==> src/rtl/csrmv_pkg.sv <==
// csrmv_pkg: shared types and constants of the sparse matrix vector multiply
`timescale 1ns / 1ps
package csrmv_pkg;

	localparam int VECTOR_DEPTH = 1024;
	localparam int VEC_AW = $clog2(VECTOR_DEPTH);
	localparam int CMP_W = 18;

	localparam int LEN_W = 11;
	localparam logic [LEN_W-1:0] LEN_RESET = 11'd1024;

	// operation codes
	localparam logic [1:0] OP_LOAD = 2'd0;
	localparam logic [1:0] OP_NONZERO = 2'd1;
	localparam logic [1:0] OP_END_ROW = 2'd2;

	// work queue between front and back
	localparam int QDEPTH = 4;
	localparam int QPTR_W = $clog2(QDEPTH);
	localparam int QCNT_W = $clog2(QDEPTH + 1);
	localparam int QSUM_W = QCNT_W + 1;

	// result queue inside the back end
	localparam int ODEPTH = 4;
	localparam int OPTR_W = $clog2(ODEPTH);
	localparam int OCNT_W = $clog2(ODEPTH + 1);
	localparam int OSUM_W = OCNT_W + 1;

	typedef struct packed {
		logic [1:0] operation;
		logic [9:0] vector_index;
		logic [9:0] column;
		logic signed [31:0] value;
	} in_item_t;

	typedef struct packed {
		logic signed [31:0] row_sum;
		logic [15:0] row_number;
		logic column_error;
		logic saturated;
	} out_item_t;

	typedef struct packed {
		logic is_end;
		logic col_err;
		logic signed [31:0] value;
		logic signed [31:0] element;
	} work_t;

	typedef struct packed {
		logic [QCNT_W-1:0] count;
		logic avail;
	} qstat_t;

endpackage

==> src/rtl/csrmv_queue.sv <==
// csrmv_queue: short work queue between the front and back ends
`timescale 1ns / 1ps
module csrmv_queue (
	input  logic               clk,
	input  logic               arst_n,
	input  logic               push,
	input  csrmv_pkg::work_t   push_item,
	input  logic               pop,
	output csrmv_pkg::work_t   head,
	output csrmv_pkg::qstat_t  stat
);

	csrmv_pkg::work_t mem_q [csrmv_pkg::QDEPTH];
	logic [csrmv_pkg::QPTR_W-1:0] wr_ptr_q;
	logic [csrmv_pkg::QPTR_W-1:0] rd_ptr_q;
	logic [csrmv_pkg::QCNT_W-1:0] count_q;

	function automatic logic [csrmv_pkg::QPTR_W-1:0] next_ptr(
		input logic [csrmv_pkg::QPTR_W-1:0] p
	);
		if (p == csrmv_pkg::QPTR_W'(csrmv_pkg::QDEPTH - 1)) begin
			return '0;
		end
		return p + 1'b1;
	endfunction

	always_ff @(posedge clk) begin
		if (push) begin
			mem_q[wr_ptr_q] <= push_item;
		end
	end

	always_ff @(posedge clk or negedge arst_n) begin
		if (!arst_n) begin
			wr_ptr_q <= '0;
			rd_ptr_q <= '0;
			count_q <= '0;
		end else begin
			if (push) begin
				wr_ptr_q <= next_ptr(wr_ptr_q);
			end
			if (pop) begin
				rd_ptr_q <= next_ptr(rd_ptr_q);
			end
			case ({push, pop})
				2'b10: count_q <= count_q + 1'b1;
				2'b01: count_q <= count_q - 1'b1;
				default: count_q <= count_q;
			endcase
		end
	end

	assign head = mem_q[rd_ptr_q];
	assign stat.count = count_q;
	assign stat.avail = (count_q != '0);

endmodule

==> config.mk <==
export PLATFORM = sky130hd
export DESIGN_NAME = csrmv_queue
export DESIGN_NICKNAME = d
export VERILOG_FILES = /design/src/rtl/csrmv_pkg.sv /design/src/rtl/csrmv_queue.sv
export SDC_FILE = /design/constraint.sdc
export NUM_CORES = 1
export LEC_CHECK = 0
export BUFFER_PORTS_ARGS = -buffer_cell sky130_fd_sc_hd__buf_2
export CORE_MARGIN = 2
export CORE_UTILIZATION = 40
export CTS_CLUSTER_SIZE = 24
export DETAILED_ROUTE_END_ITERATION = 6
export PLACE_DENSITY = 0.59
export SLEW_MARGIN = 10
export SYNTH_ARGS = -nofsm -noshare
export SYNTH_HDL_FRONTEND = slang
export SYNTH_SLANG_ARGS = --single-unit
==> constraint.sdc <==
create_clock -name clk -period 7.2 [get_ports clk]
set_input_delay 1.8 -clock clk [delete_from_list [all_inputs] [get_ports clk]]
set_output_delay 1.8 -clock clk [all_outputs]
set_load 0.05 [all_outputs]
==> reports/metrics.csv <==
metric;value;unit
status;complete, no violations;
path_class;reg -> out;
firstDrtPassIters;4;
worst_slack;2436;ps
overflow;0;
cts.sinks;271;
cp-startpoint;rd_ptr_q[0];
num_vias;4360;
clock.fmax;209.9;MHz
dr.max_layer_used;met5;
syn_area;9947;um^2
power-per-cell-area;461.5;nW/um^2
cts_setup_buffers;0;
worstPathMaxFanout;43;
coreArea;24390;um^2
crit_slowest_cell;dfrtp_4;
layout-drive-gt1-share;45.85;%
worstReg2RegEnd;mem_q[0][33];
max_slew_margin;30.25;%
synth_cell_types;19;
power_frac_seq;41.2;%
postLayoutCellArea;11790;um^2
dp_hpwl;9.843;mm
intPower;3.381;mW
fp-row-count;57;
antenna_found_initial;1;
reg2reg_from;wr_ptr_q[0];
setup_violations;0;
finalHoldViolations;0;
cp_cell_sequence;buf_4 > mux4_2 > buf_2;
min_period;4764;ps
p_leak;4.003;nW
place_ws;2892;ps
synthToLayoutAreaGrowth;18.48;%
yosysSeqAreaShare;81.46;%
nNetsFinal;610;
grt_max_degree;69;
wl_met1;7.575;mm
port_buffers;139;
p_sw;2.058;mW
placed_area;10940;um^2
fin_skew;21.95;ps
gp_congestion;0.6946;
drv_cap;0;
h-tree-depth;1;
cts_root_buffer;clkbuf_16;
wl_per_cell;19.80;um
final_util;48.32;%
grt_pass1_vias;4636;
fill_cells;2025;
yosys.area.top_type;edfxtp_1;
yosys_warnings;0;
drv_slew;0;
cts_buffer_depth;3;
die_w;161.7;um
drc;0;
vias_per_cell;4.966;
die_area;26150;um^2
grt_setup_unrepaired;no;
power.share.clock;24.1;%
required;5400;ps
rr_worst_depth;3;
num_io_pins;140;
postSynthAreaPerCell;26.25;um^2
clk_transition_reported_paths;60;ps
switching_share;37.84;%
grt_pass1_wl;26.80;mm
final.setup.tns;0;ps
start_util;40.78;%
hp-class;reg -> reg;
clk_latency;530;ps
drt_wl_total;17.39;mm
critPathArrivalTime;2960;ps
crit_end;head[15];
dr_wl_met2;8.349;mm
r2r_slack;5240;ps
ys_top_cells_by_area;edfxtp_1 (80%), mux4_2 (15%), dfrtp_1 (1.8%);
place_inst;828;
slowest_delay;1010;ps
worstSetupEndpointType;primary output;
routed-wl-met3;1.179;mm
worst_slew_pin_slew;1046;ps
ir_drop;0.2807;mV
synth-seq-cells;271;
cts.hold.buffers_added;0;
antenna_left;0;
diodes;0;
cts_buffers;27;
period_share;66.16;%
final-instance-count-excl-fill;878;
die_h;161.7;um
syn-num-nets;456;
first_iter_violations;270;
critPathLaunchType;flip-flop;
synth_cells;379;
p_comb_share;34.7;%
yosysTopAreaCellShare;79.70;%
post_cts_resized;0;
cts_tree;done;
grtUsageTotal;13.44;%
-- cell usage in the layout (no fill, tap or decap), types with 3 or more instances in the layout --
master	netlist	routed
edfxtp_1	264	264
clkbuf_16	0	27
clkinv_2	0	5
and2_4	0	4
ha_1	6	6
clkinv_1	0	7
buf_2	4	139
clkbuf_1	0	4
mux4_2	66	66
mux2_2	3	3
inv_1	3	3
dfrtp_1	7	5
-- metrics by stage --
step,hold slack [ps],power [mW]
final,519.6,5.438
after global routing,550.0,5.678
after CTS,531.7,5.529
after detailed placement,516.8,4.201
after global placement,468.7,4.175
after floorplan,564.9,3.803
-- layout make-up --
type	count	area, um^2	share of cell area [%]
sequential	271	8110	68.82
multi-input combinational	90	1710	14.51
timing repair buffer	140	703.2	5.967
clock buffer	31	690.7	5.860
tap	324	405.4	3.440
clock inverter	19	153.9	1.306
inverter	3	11.26	0.09555
-- metal layers --
metal	track usage, %	up-vias
met1	18.85	2258
met5	0	-
met4	3.218	2
met3	3.218	22
met2	21.62	142
li1	-	1936
-- sequential cells by signal, indices dropped and copies added (netlist names) --
signal and flops:
count_q 3, mem_q 264, rd_ptr_q 2, wr_ptr_q 2
-- power by group through the flow --
| stage | registers (mW) | logic (mW) | clock network [mW] |
|---|---|---|---|
| final | 2.24 | 1.88 | 1.31 |
| after CTS | 2.26 | 1.92 | 1.36 |
| after floorplan | 2.14 | 1.66 | 0 |
| after detailed placement | 2.29 | 1.91 | 0 |
| after global routing | 2.28 | 1.98 | 1.41 |
| after global placement | 2.28 | 1.90 | 0 |
-- worst max-delay path, delay by kind of cell (launching register included) --
family / cells / cell delay [ps]
DFF: 1 / 1010
buffers and inverters: 2 / 820
muxes: 1 / 580
-- cell families (layout without fill, tap and decap cells) --
kind of cell,after synthesis,in the layout,share of synthesized area [%]
muxes,69,69,15.28
AOI/OAI and AO/OA,2,2,0.1006
and+or+nand+nor,9,9,0.4905
buffers and inverters,18,193,1.447
adders and majority gates,7,7,0.9560
xor gates and xnor gates,3,3,0.2642
DFF,271,271,81.46
-- synthesized netlist by cell type, drive strengths merged --
library cell / n
fa: 1
and2: 4
edfxtp: 264
ha: 6
nor2: 2
mux4: 66
nand2: 1
xor2: 1
o21ai: 2
mux2: 3
inv: 3
buf: 15
xnor2: 2
dfrtp: 7
or3: 2
-- worst min path at each step --
stage	endpoint	start	slack, ps	depth (start not counted)
2_1_floorplan	wr_ptr_q[1]	wr_ptr_q[1]	560	2
5_1_grt	count_q[2]	count_q[2]	550	1
4_1_cts	count_q[2]	count_q[2]	530	1
3_3_place_gp	count_q[2]	count_q[2]	470	1
6_report	count_q[2]	count_q[2]	520	1
3_5_place_dp	count_q[2]	count_q[2]	520	1
(Power assumes the default switching activity.)
