$ cat src/rtl/csrmv_pkg.sv
// csrmv_pkg: shared types and constants of the sparse matrix vector multiply
`timescale 1ns / 1ps
package csrmv_pkg;

	localparam int VECTOR_DEPTH = 1024;
	localparam int VEC_AW = $clog2(VECTOR_DEPTH);
	localparam int CMP_W = 18;

	localparam int LEN_W = 11;
	localparam logic [LEN_W-1:0] LEN_RESET = 11'd1024;

	// operation codes
	localparam logic [1:0] OP_LOAD = 2'd0;
	localparam logic [1:0] OP_NONZERO = 2'd1;
	localparam logic [1:0] OP_END_ROW = 2'd2;

	// work queue between front and back
	localparam int QDEPTH = 4;
	localparam int QPTR_W = $clog2(QDEPTH);
	localparam int QCNT_W = $clog2(QDEPTH + 1);
	localparam int QSUM_W = QCNT_W + 1;

	// result queue inside the back end
	localparam int ODEPTH = 4;
	localparam int OPTR_W = $clog2(ODEPTH);
	localparam int OCNT_W = $clog2(ODEPTH + 1);
	localparam int OSUM_W = OCNT_W + 1;

	typedef struct packed {
		logic [1:0] operation;
		logic [9:0] vector_index;
		logic [9:0] column;
		logic signed [31:0] value;
	} in_item_t;

	typedef struct packed {
		logic signed [31:0] row_sum;
		logic [15:0] row_number;
		logic column_error;
		logic saturated;
	} out_item_t;

	typedef struct packed {
		logic is_end;
		logic col_err;
		logic signed [31:0] value;
		logic signed [31:0] element;
	} work_t;

	typedef struct packed {
		logic [QCNT_W-1:0] count;
		logic avail;
	} qstat_t;

endpackage

$ cat src/rtl/csrmv_back.sv
// csrmv_back: multiply, saturating row accumulation, narrowing, result queue
`timescale 1ns / 1ps
module csrmv_back (
	input  logic                  clk,
	input  logic                  arst_n,
	input  csrmv_pkg::qstat_t     q_stat,
	input  csrmv_pkg::work_t      q_item,
	output logic                  q_pop,
	output logic                  empty,
	input  logic                  pop,
	output csrmv_pkg::out_item_t  result
);

	localparam logic signed [63:0] ACC_MAX = {1'b0, {63{1'b1}}};
	localparam logic signed [63:0] ACC_MIN = {1'b1, {63{1'b0}}};

	logic [csrmv_pkg::OSUM_W-1:0] o_sum;

	logic valid_s1;
	logic is_end_s1;
	logic err_s1;
	logic signed [63:0] prod_s1;

	logic signed [63:0] acc_q;
	logic err_q;
	logic sat_q;
	logic [15:0] row_q;

	logic [64:0] add_ext;
	logic add_ovf;
	logic signed [63:0] acc_next;
	logic do_acc;
	logic res_push;
	logic in_range;
	csrmv_pkg::out_item_t res_item;

	csrmv_pkg::out_item_t omem_q [csrmv_pkg::ODEPTH];
	logic [csrmv_pkg::OPTR_W-1:0] owr_q;
	logic [csrmv_pkg::OPTR_W-1:0] ord_q;
	logic [csrmv_pkg::OCNT_W-1:0] ocount_q;
	logic out_pop;

	function automatic logic [csrmv_pkg::OPTR_W-1:0] next_ptr(
		input logic [csrmv_pkg::OPTR_W-1:0] p
	);
		if (p == csrmv_pkg::OPTR_W'(csrmv_pkg::ODEPTH - 1)) begin
			return '0;
		end
		return p + 1'b1;
	endfunction

	// take work only while the result queue has room for what is in flight
	assign o_sum = csrmv_pkg::OSUM_W'(ocount_q) + csrmv_pkg::OSUM_W'(valid_s1);
	assign q_pop = q_stat.avail && (o_sum < csrmv_pkg::OSUM_W'(csrmv_pkg::ODEPTH));

	always_ff @(posedge clk or negedge arst_n) begin
		if (!arst_n) begin
			valid_s1 <= 1'b0;
		end else begin
			valid_s1 <= q_pop;
		end
	end

	always_ff @(posedge clk) begin
		is_end_s1 <= q_item.is_end;
		err_s1 <= q_item.col_err;
		prod_s1 <= q_item.value * q_item.element;
	end

	// saturating 64-bit add
	assign add_ext = {acc_q[63], acc_q} + {prod_s1[63], prod_s1};
	assign add_ovf = (add_ext[64] != add_ext[63]);
	always_comb begin
		if (add_ovf) begin
			acc_next = add_ext[64] ? ACC_MIN : ACC_MAX;
		end else begin
			acc_next = add_ext[63:0];
		end
	end

	assign do_acc = valid_s1 && !is_end_s1 && !err_s1;
	assign res_push = valid_s1 && is_end_s1;

	// q32.32 to q16.16: in range when bits 63..47 all match the sign
	assign in_range = (&acc_q[63:47]) || !(|acc_q[63:47]);
	always_comb begin
		if (in_range) begin
			res_item.row_sum = acc_q[47:16];
		end else if (acc_q[63]) begin
			res_item.row_sum = 32'sh8000_0000;
		end else begin
			res_item.row_sum = 32'sh7fff_ffff;
		end
		res_item.row_number = row_q;
		res_item.column_error = err_q;
		res_item.saturated = sat_q || !in_range;
	end

	always_ff @(posedge clk or negedge arst_n) begin
		if (!arst_n) begin
			acc_q <= '0;
			err_q <= 1'b0;
			sat_q <= 1'b0;
			row_q <= '0;
		end else if (res_push) begin
			acc_q <= '0;
			err_q <= 1'b0;
			sat_q <= 1'b0;
			row_q <= row_q + 1'b1;
		end else if (valid_s1) begin
			if (err_s1) begin
				err_q <= 1'b1;
			end
			if (do_acc) begin
				acc_q <= acc_next;
				if (add_ovf) begin
					sat_q <= 1'b1;
				end
			end
		end
	end

	// result queue
	assign out_pop = pop && !empty;

	always_ff @(posedge clk) begin
		if (res_push) begin
			omem_q[owr_q] <= res_item;
		end
	end

	always_ff @(posedge clk or negedge arst_n) begin
		if (!arst_n) begin
			owr_q <= '0;
			ord_q <= '0;
			ocount_q <= '0;
		end else begin
			if (res_push) begin
				owr_q <= next_ptr(owr_q);
			end
			if (out_pop) begin
				ord_q <= next_ptr(ord_q);
			end
			case ({res_push, out_pop})
				2'b10: ocount_q <= ocount_q + 1'b1;
				2'b01: ocount_q <= ocount_q - 1'b1;
				default: ocount_q <= ocount_q;
			endcase
		end
	end

	assign empty = (ocount_q == '0);
	assign result = omem_q[ord_q];

endmodule

$ cat config.mk
export PLATFORM = sky130hd
export DESIGN_NAME = csrmv_back
export DESIGN_NICKNAME = d
export VERILOG_FILES = /design/src/rtl/csrmv_pkg.sv /design/src/rtl/csrmv_back.sv
export SDC_FILE = /design/constraint.sdc
export NUM_CORES = 2
export LEC_CHECK = 0
export ABC_AREA = 1
export BUFFER_PORTS_ARGS = -buffer_cell sky130_fd_sc_hd__buf_2
export CORE_MARGIN = 4
export CORE_UTILIZATION = 40
export DETAILED_ROUTE_END_ITERATION = 10
export SETUP_SLACK_MARGIN = 0.4
export SYNTH_ARGS = -nofsm -noshare
export SYNTH_HDL_FRONTEND = slang
export SYNTH_SLANG_ARGS = --single-unit
$ cat constraint.sdc
create_clock -name clk -period 9.6 [get_ports clk]
set_input_delay 2.88 -clock clk [delete_from_list [all_inputs] [get_ports clk]]
set_output_delay 2.88 -clock clk [all_outputs]
set_load 0.1 [all_outputs]
==> impl_results.md <==
- Status: complete, no violations
- Overflow after GRT: 0
- Most used cell, CP: fa_1
- TritonCTS clock tree: built
- Seq/Total Area, Yosys: 17.18%
- First-pass GRT wire length: 252.4 mm
- R2R Path End: acc_q[37]
- Setup TNS: 0 ns
- Syn_area_per_cell: 8.163 um^2
- I/O Buffers: 121
- RSZ-0062 raised after global routing: true
- CP max-delay cell: fa_2
- Mux contribution to synthesized area: 0%
- Routed Antenna Nets: 0
- Drt wl/cell: 16.95 um
- Die W: 381.4 um
- Starting density of the core: 40.41%
- Rows: 136
- R2R depth: 16
- Hold-fix buffers, CTS: 0
- Post-synthesis register bit count: 356
- Pre-antenna DRT Iters: 6
- RD Place Congestion: 0.9390
- Synth Cell Area: 0.05576 mm^2
- Layout Nets: 8605
- Critical path launch point type: input port
- Clock transition at the registers of the reported paths: 0.06 ns
- Vias: 43.58k
- Slew HR: 32.46%
- Slew Viols, Final: 0
- Largest family of logic cells by synthesized area: adder cells
- Hold path start: acc_q[9]
- Hold-critical path depth: 2
- Final routed DRC violation total: 0
- Arrival @ worst endpoint: 9.47 ns
- Htree depth: 2
- Slew @ Worst Pin: 1.013 ns
- Reg2reg start: acc_q[22]
- Final worst-path cycle share: 93.79%
- Complex-gate fraction of the synthesized area: 4.663%
- Layout cell share with drive strength beyond 1: 10.77%
- Syn_nets: 8243
- Die Area: 0.1454 mm^2
- CORE AREA: 0.1380 mm^2
- Crit end category: flop
- Final Hold Fails: 0
- Iteration-0 DRC Markers: 2794
- Largest net degree at the start of global routing: 103
- Critical path class: in -> reg
- Critical Path RT: 10.07 ns
- Synth-to-Final Area Change: 13.95%
- Final Skew: 0.01520 ns
- Number of global-route vias before repair: 46.50k
- Area share of and/or/nand/nor cells after synthesis: 17.84%
- # Max-Cap Violations: 0
- Flop-to-flop setup slack: 6.12 ns
- IO Pins: 125
- Clock Tree Root: clkbuf_16
- Critical path cell sequence: buf_2 -> buf_12 -> nand2_1 -> inv_1 -> fa_2 -> fa_1 -> fa_2 -> buf_6 -> fa_1 -> fa_1 -> fa_1 -> fa_1 -> fa_1 -> ha_1 -> a21oi_1 -> nor2_1 -> nor2_1 -> buf_4 -> o21ai_0 -> a21oi_1 -> nand3_2 -> a31oi_2 -> xnor2_1
- # setup viols final: 0
- XOR/XNOR Fraction of Synth Area: 1.838%
- Top FF cell, synth: edfxtp_1
- Min cycle time layout: 9.004 ns
- Worst hold endpoint: acc_q[9]
- Adder-cell area share of the yosys netlist: 44.64%
- Mapped Cells: 6831
- Async SR Flop Fraction: 25.28%
- Clk_lat worst skew: 0.56 ns
- Worst hold path class: reg -> reg
- Crit-path max FO: 13
- Sinks on the clock net: 356
- Detail Placement HPWL: 132.1 mm
- Initial antenna violation count: 3
- Tot GR Track Use: 21.62%
- EDFF count, synth: 200
- Slowest Stage Delay on Critical Path: 0.70 ns
- TritonCTS buffer count: 40
- Die H: 381.4 um
- Final wirelength: 154.0 mm
- Max Clk Rate: 0.1111 GHz
- Clk buf depth: 3
- Yosys warnings: 0
- Routed vias/inst: 4.796
- Cell variety after synth: 46
==> critical path: cells and delay by family <==
kind / cells / cell delay (ns)
compound gates: 4 / 0.69
xor+xnor: 1 / 0.16
fa+ha+maj: 9 / 4.65
buf+inv: 5 / 0.62
simple gates: 4 / 0.45
==> per-layer routing <==
| layer | GRT usage, % | vias up | wire, um | part of all wire [%] |
|---|---|---|---|---|
| met2 | 38.06 | 1076 | 75780 | 49 |
| met5 | 0 | - | 0 | 0 |
| met3 | 1.663 | 211 | 6792 | 4.4 |
| met4 | 5.271 | 0 | 4039 | 2.6 |
| li1 | - | 20617 | - | - |
| met1 | 29.06 | 21678 | 67400 | 44 |
==> final cells by class <==
class | count | area (um^2)
diodes | 1 | 2.502
clock buffers | 53 | 1100
clock inverters | 20 | 257.7
fillers | 13590 | 74460
inverters | 1785 | 6705
multi-input cells | 4435 | 38940
flip-flops and latches | 356 | 9580
well taps | 1863 | 2331
repair buffers | 575 | 4621
==> how the worst max path moves through the flow <==
stage / end / slack (ns) / cells past startpoint / from
4_1_cts: prod_s1[61] / 0.40 / 29 / q_item[10]
3_5_place_dp: prod_s1[60] / -0.21 / 24 / q_item[12]
6_report: prod_s1[48] / 0.60 / 23 / q_item[63]
2_1_floorplan: prod_s1[55] / 0.41 / 29 / q_item[63]
5_1_grt: prod_s1[55] / 0.36 / 31 / q_item[63]
3_3_place_gp: prod_s1[61] / -0.21 / 29 / q_item[5]
==> metrics by stage <==
stage               std cells  setup WS [ns]  utilization [%]  hold WS [ns]  cell area (um^2)
floorplan                6831         0.4099                -        0.4528             55870
global placement         9007        -0.2055            44.72        0.4663             61710
detailed placement       9007        -0.2056            44.72        0.4727             61710
CTS                      9080         0.4015            45.71        0.4879             63080
global route             9087         0.3642            46.04        0.5153             63540
finish                   9088         0.5964            46.04        0.4851             63540
==> state kept, by name, indices dropped and copies added, names as in the netlist <==
name       count
is_end_s1      1
ord_q          2
omem_q       200
err_s1         1
prod_s1       64
sat_q          1
err_q          1
acc_q         64
row_q         16
ocount_q       3
owr_q          2
valid_s1       1
==> cell families (layout without fill, tap and decap cells) <==
family	after synthesis	in the layout
adder cells (fa/ha/maj)	1339	1339
other	0	1
XOR/XNOR	117	117
buffers and inverters	2040	2433
AND/OR/NAND/NOR	2516	2516
flip-flops	356	356
AO/OA/AOI/OAI	463	463
==> what timing repair did <==
| item | CTS | global route |
|---|---|---|
| setup endpoints to repair | 3 | 37 |
| pin swaps | 0 | 29 |
| gates resized for setup | 3 | 115 |
| setup buffers | 0 | 7 |
| endpoints found under the hold margin | 0 | 0 |
==> cell usage in the layout, fill, tap and decap left out, types with 7 or more instances in the layout <==
master	synthesis	routed
dfxtp_1	66	66
a21oi_1	142	132
nand3_1	143	138
xor2_1	51	50
dfrtp_1	90	89
clkbuf_1	232	8
xnor2_1	66	66
clkbuf_16	0	40
a31oi_1	18	15
nand2_2	12	23
ha_4	0	16
nor2_2	3	15
a21o_1	15	15
buf_4	0	413
nand4_1	32	32
clkbuf_4	0	9
nor2_1	379	362
nor3_1	15	14
o21ai_1	0	7
o22ai_1	51	51
ha_1	255	235
inv_2	5	12
fa_1	1084	1071
a21oi_2	5	15
nand2_1	1876	1865
nand3_2	2	7
buf_2	12	102
buf_12	0	42
or2_2	10	10
o21bai_1	27	27
nand3b_1	15	15
inv_1	1780	1772
fa_2	0	13
o21ai_0	183	176
nor4_1	19	16
buf_6	6	9
edfxtp_1	200	200
==> Yosys cell counts, types with 5 or more instances <==
cell,count,share of area [%]
a31oi_1,18,0.20
edfxtp_1,200,11
xor2_1,51,0.80
inv_2,5,0.034
dfrtp_1,90,4.0
nor4_1,19,0.21
nand2_1,1876,13
a21oi_1,142,1.3
a21boi_0,6,0.081
buf_1,5,0.034
nor2_1,379,2.6
ha_1,255,5.7
or2_2,10,0.11
o22ai_1,51,0.57
buf_2,12,0.11
nand4_1,32,0.36
o21bai_1,27,0.36
clkbuf_1,232,1.6
dfxtp_1,66,2.4
nand3b_1,15,0.20
buf_6,6,0.12
xnor2_1,66,1.0
a21o_1,15,0.20
inv_1,1780,12
nand2_2,12,0.13
o21ai_0,183,1.6
nor3_1,15,0.13
nand3_1,143,1.3
a21oi_2,5,0.079
fa_1,1084,39
Power is not shown: default switching activity piles up to over one toggle a cycle in this logic, so the estimate is an artifact.
